## config.mk

```make
export PLATFORM = sky130hd
export DESIGN_NAME = sd_spi_command_transaction_core_flat
export DESIGN_NICKNAME = d
export VERILOG_FILES = /design/src/design/sdsc_pkg.sv /design/src/design/sdsc_stream_if.sv /design/src/design/sd_spi_command_transaction_core.sv /design/src/design/sdsc_sequencer.sv /design/src/design/sdsc_result_queue.sv /design/src/flat_wrapper.sv
export SDC_FILE = /design/constraint.sdc
export NUM_CORES = 1
export LEC_CHECK = 0
export BUFFER_PORTS_ARGS = -buffer_cell sky130_fd_sc_hd__buf_2
export CAP_MARGIN = 10
export CORE_MARGIN = 2
export CORE_UTILIZATION = 45
export DETAILED_ROUTE_END_ITERATION = 7
export SYNTH_ARGS = -nofsm -noshare
export SYNTH_HDL_FRONTEND = slang
export SYNTH_SLANG_ARGS = --single-unit
```

## constraint.sdc

```tcl
create_clock -name clk_i -period 4.4 [get_ports clk_i]
set_clock_uncertainty 0.15 [all_clocks]
set_input_delay 0.66 -clock clk_i [delete_from_list [all_inputs] [get_ports clk_i]]
set_output_delay 0.66 -clock clk_i [all_outputs]
set_load 0.005 [all_outputs]
```

## src/design/sdsc_pkg.sv

```systemverilog
// shared types, codes and helpers for the sd spi command sequencer
`timescale 1ns / 1ps

package sdsc_pkg;

  // action codes of an input transaction
  localparam logic ACT_START = 1'b0;
  localparam logic ACT_RX    = 1'b1;

  // result kinds
  localparam logic KIND_TX   = 1'b0;
  localparam logic KIND_RESP = 1'b1;

  // frame and polling constants
  localparam logic [7:0]  CMD_START_BITS   = 8'h40;
  localparam logic [7:0]  POLL_BYTE        = 8'hFF;
  localparam logic [15:0] POLL_LIMIT_RESET = 16'd1000;
  localparam logic [2:0]  FRAME_BYTES      = 3'd6;

  // depth of the result queue
  localparam int unsigned RES_QUEUE_DEPTH = 4;

  typedef struct packed {
    logic        action;
    logic [5:0]  command_index;
    logic [31:0] argument;
    logic [7:0]  crc_byte;
    logic [3:0]  response_length;
    logic [7:0]  rx_byte;
  } item_t;

  typedef struct packed {
    logic       kind;
    logic [7:0] tx_value;
    logic       select_active;
    logic [7:0] response_byte;
    logic [2:0] response_position;
    logic       last;
    logic       timed_out;
  } result_t;

  // transmit request for one byte
  function automatic result_t make_tx(input logic [7:0] value);
    result_t r;
    r                   = '0;
    r.kind              = KIND_TX;
    r.tx_value          = value;
    r.select_active     = 1'b1;
    return r;
  endfunction

  // received response byte
  function automatic result_t make_resp(input logic [7:0] value, input logic [2:0] pos,
                                        input logic fin, input logic timed);
    result_t r;
    r                   = '0;
    r.kind              = KIND_RESP;
    r.select_active     = ~fin;
    r.response_byte     = value;
    r.response_position = pos;
    r.last              = fin;
    r.timed_out         = timed;
    return r;
  endfunction

endpackage

```

## src/design/sdsc_stream_if.sv

```systemverilog
// valid/ready channel carrying one payload per transaction
`timescale 1ns / 1ps

interface sdsc_stream_if #(
  parameter type T = logic
) ();
  logic valid;
  logic ready;
  T     payload;

  modport source (output valid, output payload, input ready);
  modport sink   (input valid, input payload, output ready);
endinterface

```

## src/design/sd_spi_command_transaction_core.sv

```systemverilog
// Byte-level sequencer for one SD-card SPI-mode command exchange. A start
// transaction raises chip select and issues the six frame bytes, then 0xFF polls
// until a response byte with its top bit clear arrives (or poll_limit runs out,
// flagging timed_out), then reads the remaining response bytes. One input
// transaction can be taken every clock cycle; its results (none, one or two)
// are computed in the same cycle and written into a four-entry result queue,
// which hands out one result per cycle while the result side is ready. Input
// ready is low while fewer than two queue entries are free, so with the result
// side always ready the block sustains one transaction per cycle while each
// yields a single result. A response byte that is not the last yields two
// results (the byte and the next 0xFF poll), so a run of those is limited by
// the output to half the input rate.
`timescale 1ns / 1ps

module sd_spi_command_transaction_core #(
  parameter int unsigned MAX_RESPONSE_BYTES = 8
) (
  input  logic          clk_i,
  input  logic          rst_ni,
  input  logic          cfg_we_i,
  input  logic [15:0]   cfg_wdata_i,
  sdsc_stream_if.sink   item_i,
  sdsc_stream_if.source result_o
);

  logic                    accept;
  logic                    room;
  sdsc_pkg::result_t [1:0] res;
  logic [1:0]              res_cnt;

  // input transaction accepted when there is room for two results
  assign item_i.ready = room;
  assign accept       = item_i.valid && room;

  // sequencer state and next-state logic
  sdsc_sequencer #(
    .MAX_RESPONSE_BYTES (MAX_RESPONSE_BYTES)
  ) u_sequencer (
    .clk_i       (clk_i),
    .rst_ni      (rst_ni),
    .cfg_we_i    (cfg_we_i),
    .cfg_wdata_i (cfg_wdata_i),
    .accept_i    (accept),
    .item_i      (item_i.payload),
    .res_o       (res),
    .res_cnt_o   (res_cnt)
  );

  // result queue decoupling the output side
  sdsc_result_queue u_result_queue (
    .clk_i       (clk_i),
    .rst_ni      (rst_ni),
    .push_cnt_i  (res_cnt),
    .push_data_i (res),
    .room_o      (room),
    .res_o       (result_o)
  );

endmodule

```

## src/design/sdsc_sequencer.sv

```systemverilog
// command/response sequencer state and per-transaction next-state logic
`timescale 1ns / 1ps

module sdsc_sequencer #(
  parameter int unsigned MAX_RESPONSE_BYTES = 8
) (
  input  logic                        clk_i,
  input  logic                        rst_ni,
  input  logic                        cfg_we_i,
  input  logic [15:0]                 cfg_wdata_i,
  input  logic                        accept_i,
  input  sdsc_pkg::item_t             item_i,
  output sdsc_pkg::result_t [1:0]     res_o,
  output logic [1:0]                  res_cnt_o
);

  localparam logic [1:0] PH_IDLE  = 2'd0;
  localparam logic [1:0] PH_FRAME = 2'd1;
  localparam logic [1:0] PH_POLL  = 2'd2;
  localparam logic [1:0] PH_READ  = 2'd3;

  logic [15:0] poll_limit_q;
  logic [1:0]  phase_q, phase_d;
  logic [39:0] frame_shift_q, frame_shift_d;
  logic [2:0]  frame_pos_q, frame_pos_d;
  logic [15:0] polls_left_q, polls_left_d;
  logic [3:0]  expected_q, expected_d;
  logic [3:0]  received_q, received_d;
  logic        expired_q, expired_d;

  // poll limit register
  always_ff @(posedge clk_i or negedge rst_ni) begin
    if (!rst_ni) begin
      poll_limit_q <= sdsc_pkg::POLL_LIMIT_RESET;
    end else if (cfg_we_i) begin
      poll_limit_q <= cfg_wdata_i;
    end
  end

  // next state and results of one transaction
  always_comb begin
    logic       take;
    logic [3:0] len;
    logic [3:0] rc;
    logic       fin;
    logic [15:0] pl;
    take          = 1'b0;
    len           = item_i.response_length;
    rc            = received_q + 4'd1;
    fin           = (rc >= expected_q);
    pl            = polls_left_q;
    phase_d       = phase_q;
    frame_shift_d = frame_shift_q;
    frame_pos_d   = frame_pos_q;
    polls_left_d  = polls_left_q;
    expected_d    = expected_q;
    received_d    = received_q;
    expired_d     = expired_q;
    res_o         = '0;
    res_cnt_o     = 2'd0;
    if (accept_i) begin
      if (item_i.action == sdsc_pkg::ACT_START) begin
        if (phase_q == PH_IDLE) begin
          if (len == 4'd0) begin
            len = 4'd1;
          end
          if (32'(len) > MAX_RESPONSE_BYTES) begin
            len = 4'(MAX_RESPONSE_BYTES);
          end
          expected_d    = len;
          received_d    = 4'd0;
          expired_d     = 1'b0;
          polls_left_d  = (poll_limit_q == 16'd0) ? 16'd1 : poll_limit_q;
          res_o[0]      = sdsc_pkg::make_tx(sdsc_pkg::CMD_START_BITS
                                            | {2'b00, item_i.command_index});
          res_cnt_o     = 2'd1;
          frame_shift_d = {item_i.argument, item_i.crc_byte};
          frame_pos_d   = 3'd1;
          phase_d       = PH_FRAME;
        end
      end else begin
        case (phase_q)
          PH_FRAME: begin
            res_cnt_o = 2'd1;
            if (frame_pos_q < sdsc_pkg::FRAME_BYTES) begin
              res_o[0]      = sdsc_pkg::make_tx(frame_shift_q[39:32]);
              frame_shift_d = {frame_shift_q[31:0], 8'h00};
              frame_pos_d   = frame_pos_q + 3'd1;
            end else begin
              res_o[0] = sdsc_pkg::make_tx(sdsc_pkg::POLL_BYTE);
              phase_d  = PH_POLL;
            end
          end
          PH_POLL: begin
            if (!item_i.rx_byte[7]) begin
              take = 1'b1;
            end else begin
              if (polls_left_q != 16'd0) begin
                pl = polls_left_q - 16'd1;
              end
              polls_left_d = pl;
              if (pl == 16'd0) begin
                expired_d = 1'b1;
                take      = 1'b1;
              end else begin
                res_o[0]  = sdsc_pkg::make_tx(sdsc_pkg::POLL_BYTE);
                res_cnt_o = 2'd1;
              end
            end
          end
          PH_READ: begin
            take = 1'b1;
          end
          default: begin
            take = 1'b0;
          end
        endcase
        // response byte, then another poll unless it was the final one
        if (take) begin
          received_d = rc;
          res_o[0]   = sdsc_pkg::make_resp(item_i.rx_byte, received_q[2:0], fin, expired_d);
          if (fin) begin
            phase_d   = PH_IDLE;
            res_cnt_o = 2'd1;
          end else begin
            phase_d   = PH_READ;
            res_o[1]  = sdsc_pkg::make_tx(sdsc_pkg::POLL_BYTE);
            res_cnt_o = 2'd2;
          end
        end
      end
    end
  end

  // state registers
  always_ff @(posedge clk_i or negedge rst_ni) begin
    if (!rst_ni) begin
      phase_q       <= PH_IDLE;
      frame_shift_q <= '0;
      frame_pos_q   <= '0;
      polls_left_q  <= '0;
      expected_q    <= '0;
      received_q    <= '0;
      expired_q     <= 1'b0;
    end else begin
      phase_q       <= phase_d;
      frame_shift_q <= frame_shift_d;
      frame_pos_q   <= frame_pos_d;
      polls_left_q  <= polls_left_d;
      expected_q    <= expected_d;
      received_q    <= received_d;
      expired_q     <= expired_d;
    end
  end

  // polling always leaves before the budget reaches zero
  a_poll_budget: assert property (@(posedge clk_i) disable iff (!rst_ni)
    (phase_q == PH_POLL) |-> (polls_left_q != 16'd0))
    else $error("poll phase with no polls left");

  // a busy transaction always expects at least one response byte
  a_expected_set: assert property (@(posedge clk_i) disable iff (!rst_ni)
    (phase_q != PH_IDLE) |-> (expected_q != 4'd0))
    else $error("busy with zero expected bytes");

  // frame position never runs past the six frame bytes
  a_frame_pos: assert property (@(posedge clk_i) disable iff (!rst_ni)
    (frame_pos_q <= sdsc_pkg::FRAME_BYTES))
    else $error("frame position out of range");

  // a start accepted while idle always enters the frame phase
  a_start_frame: assert property (@(posedge clk_i) disable iff (!rst_ni)
    (accept_i && item_i.action == sdsc_pkg::ACT_START && phase_q == PH_IDLE)
    |=> (phase_q == PH_FRAME && frame_pos_q == 3'd1))
    else $error("start did not enter frame phase");

endmodule

```

## src/design/sdsc_result_queue.sv

```systemverilog
// small result queue taking up to two results a cycle and giving one
`timescale 1ns / 1ps

module sdsc_result_queue (
  input  logic                    clk_i,
  input  logic                    rst_ni,
  input  logic [1:0]              push_cnt_i,
  input  sdsc_pkg::result_t [1:0] push_data_i,
  output logic                    room_o,
  sdsc_stream_if.source           res_o
);

  localparam int unsigned DEPTH = sdsc_pkg::RES_QUEUE_DEPTH;
  localparam int unsigned PTR_W = $clog2(DEPTH);
  localparam int unsigned CNT_W = $clog2(DEPTH + 1);

  sdsc_pkg::result_t entries_q [DEPTH];
  logic [PTR_W-1:0]  wr_ptr_q, rd_ptr_q;
  logic [CNT_W-1:0]  count_q;
  logic              pop;
  logic [PTR_W-1:0]  wr_ptr_nx;

  assign pop       = res_o.valid && res_o.ready;
  assign wr_ptr_nx = wr_ptr_q + PTR_W'(1);
  assign room_o    = (count_q <= CNT_W'(DEPTH - 2));

  assign res_o.valid   = (count_q != '0);
  assign res_o.payload = entries_q[rd_ptr_q];

  // entry storage
  always_ff @(posedge clk_i) begin
    if (push_cnt_i != 2'd0) begin
      entries_q[wr_ptr_q] <= push_data_i[0];
    end
    if (push_cnt_i == 2'd2) begin
      entries_q[wr_ptr_nx] <= push_data_i[1];
    end
  end

  // pointers and fill count
  always_ff @(posedge clk_i or negedge rst_ni) begin
    if (!rst_ni) begin
      wr_ptr_q <= '0;
      rd_ptr_q <= '0;
      count_q  <= '0;
    end else begin
      wr_ptr_q <= wr_ptr_q + PTR_W'(push_cnt_i);
      if (pop) begin
        rd_ptr_q <= rd_ptr_q + PTR_W'(1);
      end
      count_q <= count_q + CNT_W'(push_cnt_i) - CNT_W'(pop);
    end
  end

  // never fill beyond the depth
  a_no_overflow: assert property (@(posedge clk_i) disable iff (!rst_ni)
    (push_cnt_i != 2'd0) |-> (count_q <= CNT_W'(DEPTH - 2)))
    else $error("result queue overflow");

  // fill count stays within the depth
  a_count_range: assert property (@(posedge clk_i) disable iff (!rst_ni)
    (count_q <= CNT_W'(DEPTH)))
    else $error("result queue count out of range");

  // pointers agree with the count
  a_ptr_count: assert property (@(posedge clk_i) disable iff (!rst_ni)
    (PTR_W'(wr_ptr_q - rd_ptr_q) == PTR_W'(count_q)))
    else $error("result queue pointers and count disagree");

endmodule

```

## src/flat_wrapper.sv

```systemverilog
// flat-port wrapper written by rule: the top's interface ports become plain ports
module sd_spi_command_transaction_core_flat import sdsc_pkg::*;
#(
  parameter int unsigned MAX_RESPONSE_BYTES = 8
)
  (clk_i, rst_ni, cfg_we_i, cfg_wdata_i, item_i_valid, item_i_payload, item_i_ready, result_o_valid, result_o_payload, result_o_ready);
  sdsc_stream_if #(.T(item_t)) item_i_i ();
  sdsc_stream_if #(.T(result_t)) result_o_i ();
  input  logic clk_i;
  input  logic rst_ni;
  input  logic cfg_we_i;
  input  logic [15:0] cfg_wdata_i;
  input wire logic [$bits(item_i_i.valid)-1:0] item_i_valid;
  input wire logic [$bits(item_i_i.payload)-1:0] item_i_payload;
  output wire logic [$bits(item_i_i.ready)-1:0] item_i_ready;
  output wire logic [$bits(result_o_i.valid)-1:0] result_o_valid;
  output wire logic [$bits(result_o_i.payload)-1:0] result_o_payload;
  input wire logic [$bits(result_o_i.ready)-1:0] result_o_ready;
  assign item_i_i.valid = item_i_valid;
  assign item_i_i.payload = item_i_payload;
  assign item_i_ready = item_i_i.ready;
  assign result_o_valid = result_o_i.valid;
  assign result_o_payload = result_o_i.payload;
  assign result_o_i.ready = result_o_ready;
  sd_spi_command_transaction_core #(.MAX_RESPONSE_BYTES(MAX_RESPONSE_BYTES)) u_core (.clk_i(clk_i), .rst_ni(rst_ni), .cfg_we_i(cfg_we_i), .cfg_wdata_i(cfg_wdata_i), .item_i(item_i_i), .result_o(result_o_i));
endmodule
```

==> impl_summary.log <==
INFO  metric overall_die_area = 21500 um^2
INFO  metric io-pin-count = 105
INFO  metric grt_first_pass_wirelength = 37800 um
INFO  metric max_slew.worst_pin.slew = 1020 ps
INFO  metric powerDensity = 587 nW/um^2
INFO  metric globalRouteMet1Util = 0.323
INFO  metric stdcell_count = 1246
INFO  metric worst_r2r_startpoint = u_core.u_sequencer.polls_left_q[0]
INFO  metric cts_buffers = 17
INFO  metric layout-drive-gt1-share = 0.245
INFO  metric crit_arrival = 4060 ps
INFO  metric ctsRootBufferMaster = sky130_fd_sc_hd__clkbuf_16
INFO  metric remaining_drc_errors = 0
INFO  metric initial_core_util = 0.454
INFO  metric dpl.hpwl = 15900 um
INFO  metric multiInputGateArea = 4260 um^2
INFO  metric path_cells = inv_1, ha_1, nor4b_4, nand2_2, a2111oi_2, o2111ai_2, o41ai_1, o21ai_1, a221oi_1, o21ai_0
INFO  metric count_of_clock_tree_sinks = 185
INFO  metric synth_sequential_area_ratio = 0.497
INFO  metric worstHoldPathType = input port to async pin
INFO  metric dpl.cell_count = 1212
INFO  metric final-hold-violation-count = 0
INFO  metric placedInstanceArea = 9940 um^2
INFO  metric globalRouteOverflowTotal = 0
INFO  metric setup_tns = 0 ps
INFO  metric setup_repair_after_global_routing_missed_its_margin = false
INFO  metric die-height = 146 um
INFO  metric core = 20100 um^2
INFO  metric grt_usage = 0.221
INFO  metric clk-insertion-delay-late = 440 ps
INFO  metric fill_cells = 1799
INFO  metric fp-row-count = 52
INFO  metric finalMaxSlewViolations = 0
INFO  metric synth.cells.most_frequent = sky130_fd_sc_hd__o21ai_0 (104), sky130_fd_sc_hd__nand2_1 (89), sky130_fd_sc_hd__dfrtp_1 (87), sky130_fd_sc_hd__dfxtp_1 (56), sky130_fd_sc_hd__a21oi_1 (50)
INFO  metric port_buffers = 104
INFO  metric startpoint = u_core.u_sequencer.polls_left_q[0]
INFO  metric diodes = 0
INFO  metric h-tree-depth = 4
INFO  metric via_count_of_the_first_global_routing_pass = 7046
INFO  metric cts_tree = built
INFO  metric dominant_cell_type_by_area_after_synthesis = sky130_fd_sc_hd__dfrtp_1
INFO  metric outcome = completed
INFO  metric cp-start-kind = flop
INFO  metric end_kind = flop
INFO  metric slew_headroom = 0.322
INFO  metric maxClockFrequency = 246 MHz
INFO  metric synth_area = 9130 um^2
INFO  metric critPathKind = flop to flop
INFO  metric synth_enable_flop_cells = 36
INFO  metric route.detailed.wl_per_inst = 18.3 um
INFO  metric finalWirelength = 22800 um
INFO  metric cellLeakagePower = 4.41 nW
INFO  metric route.antenna.remaining_nets = 0
INFO  metric clock_edge_transition_at_the_registers_on_the_reported_setup_and_hold_paths = 70 ps
INFO  metric setup_viol_count_final = 0
INFO  metric cp.required = 4400 ps
INFO  metric grt_met2_use = 0.334
INFO  metric nets = 1059
INFO  metric synth_cell_type_count = 70
INFO  metric detail_route.vias_per_cell = 5.73
INFO  metric netlist.area_leader.share = 0.238
INFO  metric hold_buffers = 0
INFO  metric post-route-cell-area = 10600 um^2
INFO  metric layout.core_utilization = 0.525
INFO  metric gr-usage-met3 = 0.0500
INFO  metric cp_slowest_cell = sky130_fd_sc_hd__a221oi_1
INFO  metric die_width = 146 um
INFO  metric synthTopCellsByArea = sky130_fd_sc_hd__dfrtp_1 (24%), sky130_fd_sc_hd__dfxtp_1 (12%), sky130_fd_sc_hd__edfxtp_1 (12%), sky130_fd_sc_hd__o21ai_0 (5.7%), sky130_fd_sc_hd__mux4_2 (5.7%)
INFO  metric synthesized_instance_count = 875
INFO  metric dr.first_iter.drc_count = 414
INFO  metric ys.warnings.count = 0
INFO  metric crit_path_max_incr_delay = 580 ps
INFO  metric yosys_most_used_dff = sky130_fd_sc_hd__dfrtp_1
INFO  metric largest_net_degree_at_the_start_of_global_routing = 63
INFO  metric area_growth = 15.6%
INFO  metric synthesis.area_per_instance = 10.4 um^2
INFO  metric timing.final.crit_share = 0.923
INFO  metric drt_pass1_iterations = 5
INFO  metric clock_path_buffers = 2
INFO  metric finalCriticalPeriod = 4060 ps
INFO  metric regArea = 4540 um^2
INFO  metric synth-seq-cells = 185
INFO  metric worst_ir_drop_vdd = 0.316 mV
INFO  metric worst-path-max-fanout = 7
INFO  metric antenna_found_initial = 0
INFO  metric cap_violations = 0
INFO  metric routed-via-count = 7135
INFO  metric post-synth-top-count-cell = sky130_fd_sc_hd__o21ai_0
INFO  metric async_flop_share = 0.503
INFO  metric synth.net_count = 971
INFO  metric globalRoute.busiestLayer = met2
INFO  metric place_congestion = 0.852
critical path: cells and delay by family (launching register included):
family / cells / cell delay (ps)
AOI/OAI and AO/OA: 6 / 2260
and+or+nand+nor: 2 / 530
DFF: 1 / 440
adders and majority gates: 1 / 270
buffers and inverters: 1 / 120
stage by stage:
step	hold WS (ps)	total power, mW	worst slack (ps)
finish	9.08	6.20	340
global route	45.1	6.61	77.1
CTS	11.4	6.24	193
detailed placement	302	4.66	196
global placement	297	4.63	365
floorplan	214	3.97	671
metal layers:
layer	up-vias	wire, um	part of all wire
met5	-	0	0
met4	0	275	0.012
met3	23	1500	0.066
met2	228	10300	0.45
met1	3471	10800	0.47
li1	3413	-	-
cells by family (layout without fill, tap and decap cells):
kind of cell,after synthesis,after routing,synth area share
multiplexers,84,84,0.126
flip-flops,185,185,0.497
adder cells (fa/ha/maj),16,16,0.0227
buffers and inverters,85,186,0.0377
AO/OA/AOI/OAI,266,266,0.184
XOR/XNOR,10,10,0.00959
AND/OR/NAND/NOR,229,229,0.123
cell type report:
type | instances | share of cell area
timing repair buffer | 130 | 0.0692
clock buffer | 20 | 0.0443
inverter | 24 | 0.00853
clock inverter | 12 | 0.0124
sequential | 185 | 0.430
multi-input combinational | 605 | 0.404
tap | 270 | 0.0320
sequential cells by signal, summed over array words and instances (netlist names):
register                          cells
u_core.u_result_queue.rd_ptr_q        2
u_core.u_sequencer.phase_q            2
u_core.u_result_queue.entries_q      92
u_core.u_result_queue.wr_ptr_q        2
u_core.u_sequencer.expected_q         4
u_core.u_sequencer.frame_shift_q     40
u_core.u_sequencer.polls_left_q      16
u_core.u_result_queue.count_q         3
u_core.u_sequencer.frame_pos_q        3
u_core.u_sequencer.poll_limit_q      16
u_core.u_sequencer.expired_q          1
u_core.u_sequencer.received_q         4
timing repair:
action | 4_1_cts | 5_1_grt
buffers inserted | 0 | 2
setup endpoints to repair | 0 | 24
resized for setup | 0 | 0
placed cells by master, fill, tap and decap left out, drive strengths merged, types with 8 or more instances in the layout:
cell type | Yosys | layout
o211ai | 27 | 27
ha | 15 | 15
nor3 | 10 | 10
inv | 24 | 30
buf | 13 | 130
a21oi | 51 | 51
nand2 | 91 | 91
mux2 | 17 | 17
dfrtp | 87 | 87
o21ai | 117 | 117
nand3 | 36 | 36
nor2 | 37 | 37
a22o | 11 | 11
dfxtp | 56 | 56
edfxtp | 36 | 36
mux2i | 44 | 44
a31o | 8 | 8
o22ai | 9 | 9
mux4 | 23 | 23
nor4 | 9 | 9
clkbuf | 48 | 20
path summary, 6_finish.rpt:
check / to / slack [ps] / cells after the start
min in group clk_i: u_core.u_sequencer.expected_q[0] / 280 / 2
worst max-delay path: u_core.u_result_queue.entries_q[1][16] / 340 / 10
max in group asynchronous: u_core.u_sequencer.poll_limit_q[3] / 3200 / 2
worst max register to register: u_core.u_result_queue.entries_q[1][16] / 340 / 10
worst min-delay path: u_core.u_sequencer.poll_limit_q[0] / 9 / 1
worst min register to register: u_core.u_result_queue.entries_q[0][9] / 310 / 2
power by group:
| group | switching, mW | internal, mW | leakage [nW] |
|---|---|---|---|
| clock | 0.707 | 0.849 | 0.300 |
| sequential | 0.499 | 2.19 | 1.94 |
| combinational | 1.07 | 0.875 | 2.18 |
| total | 2.28 | 3.92 | 4.41 |
Power figures use the tool's default switching activity.
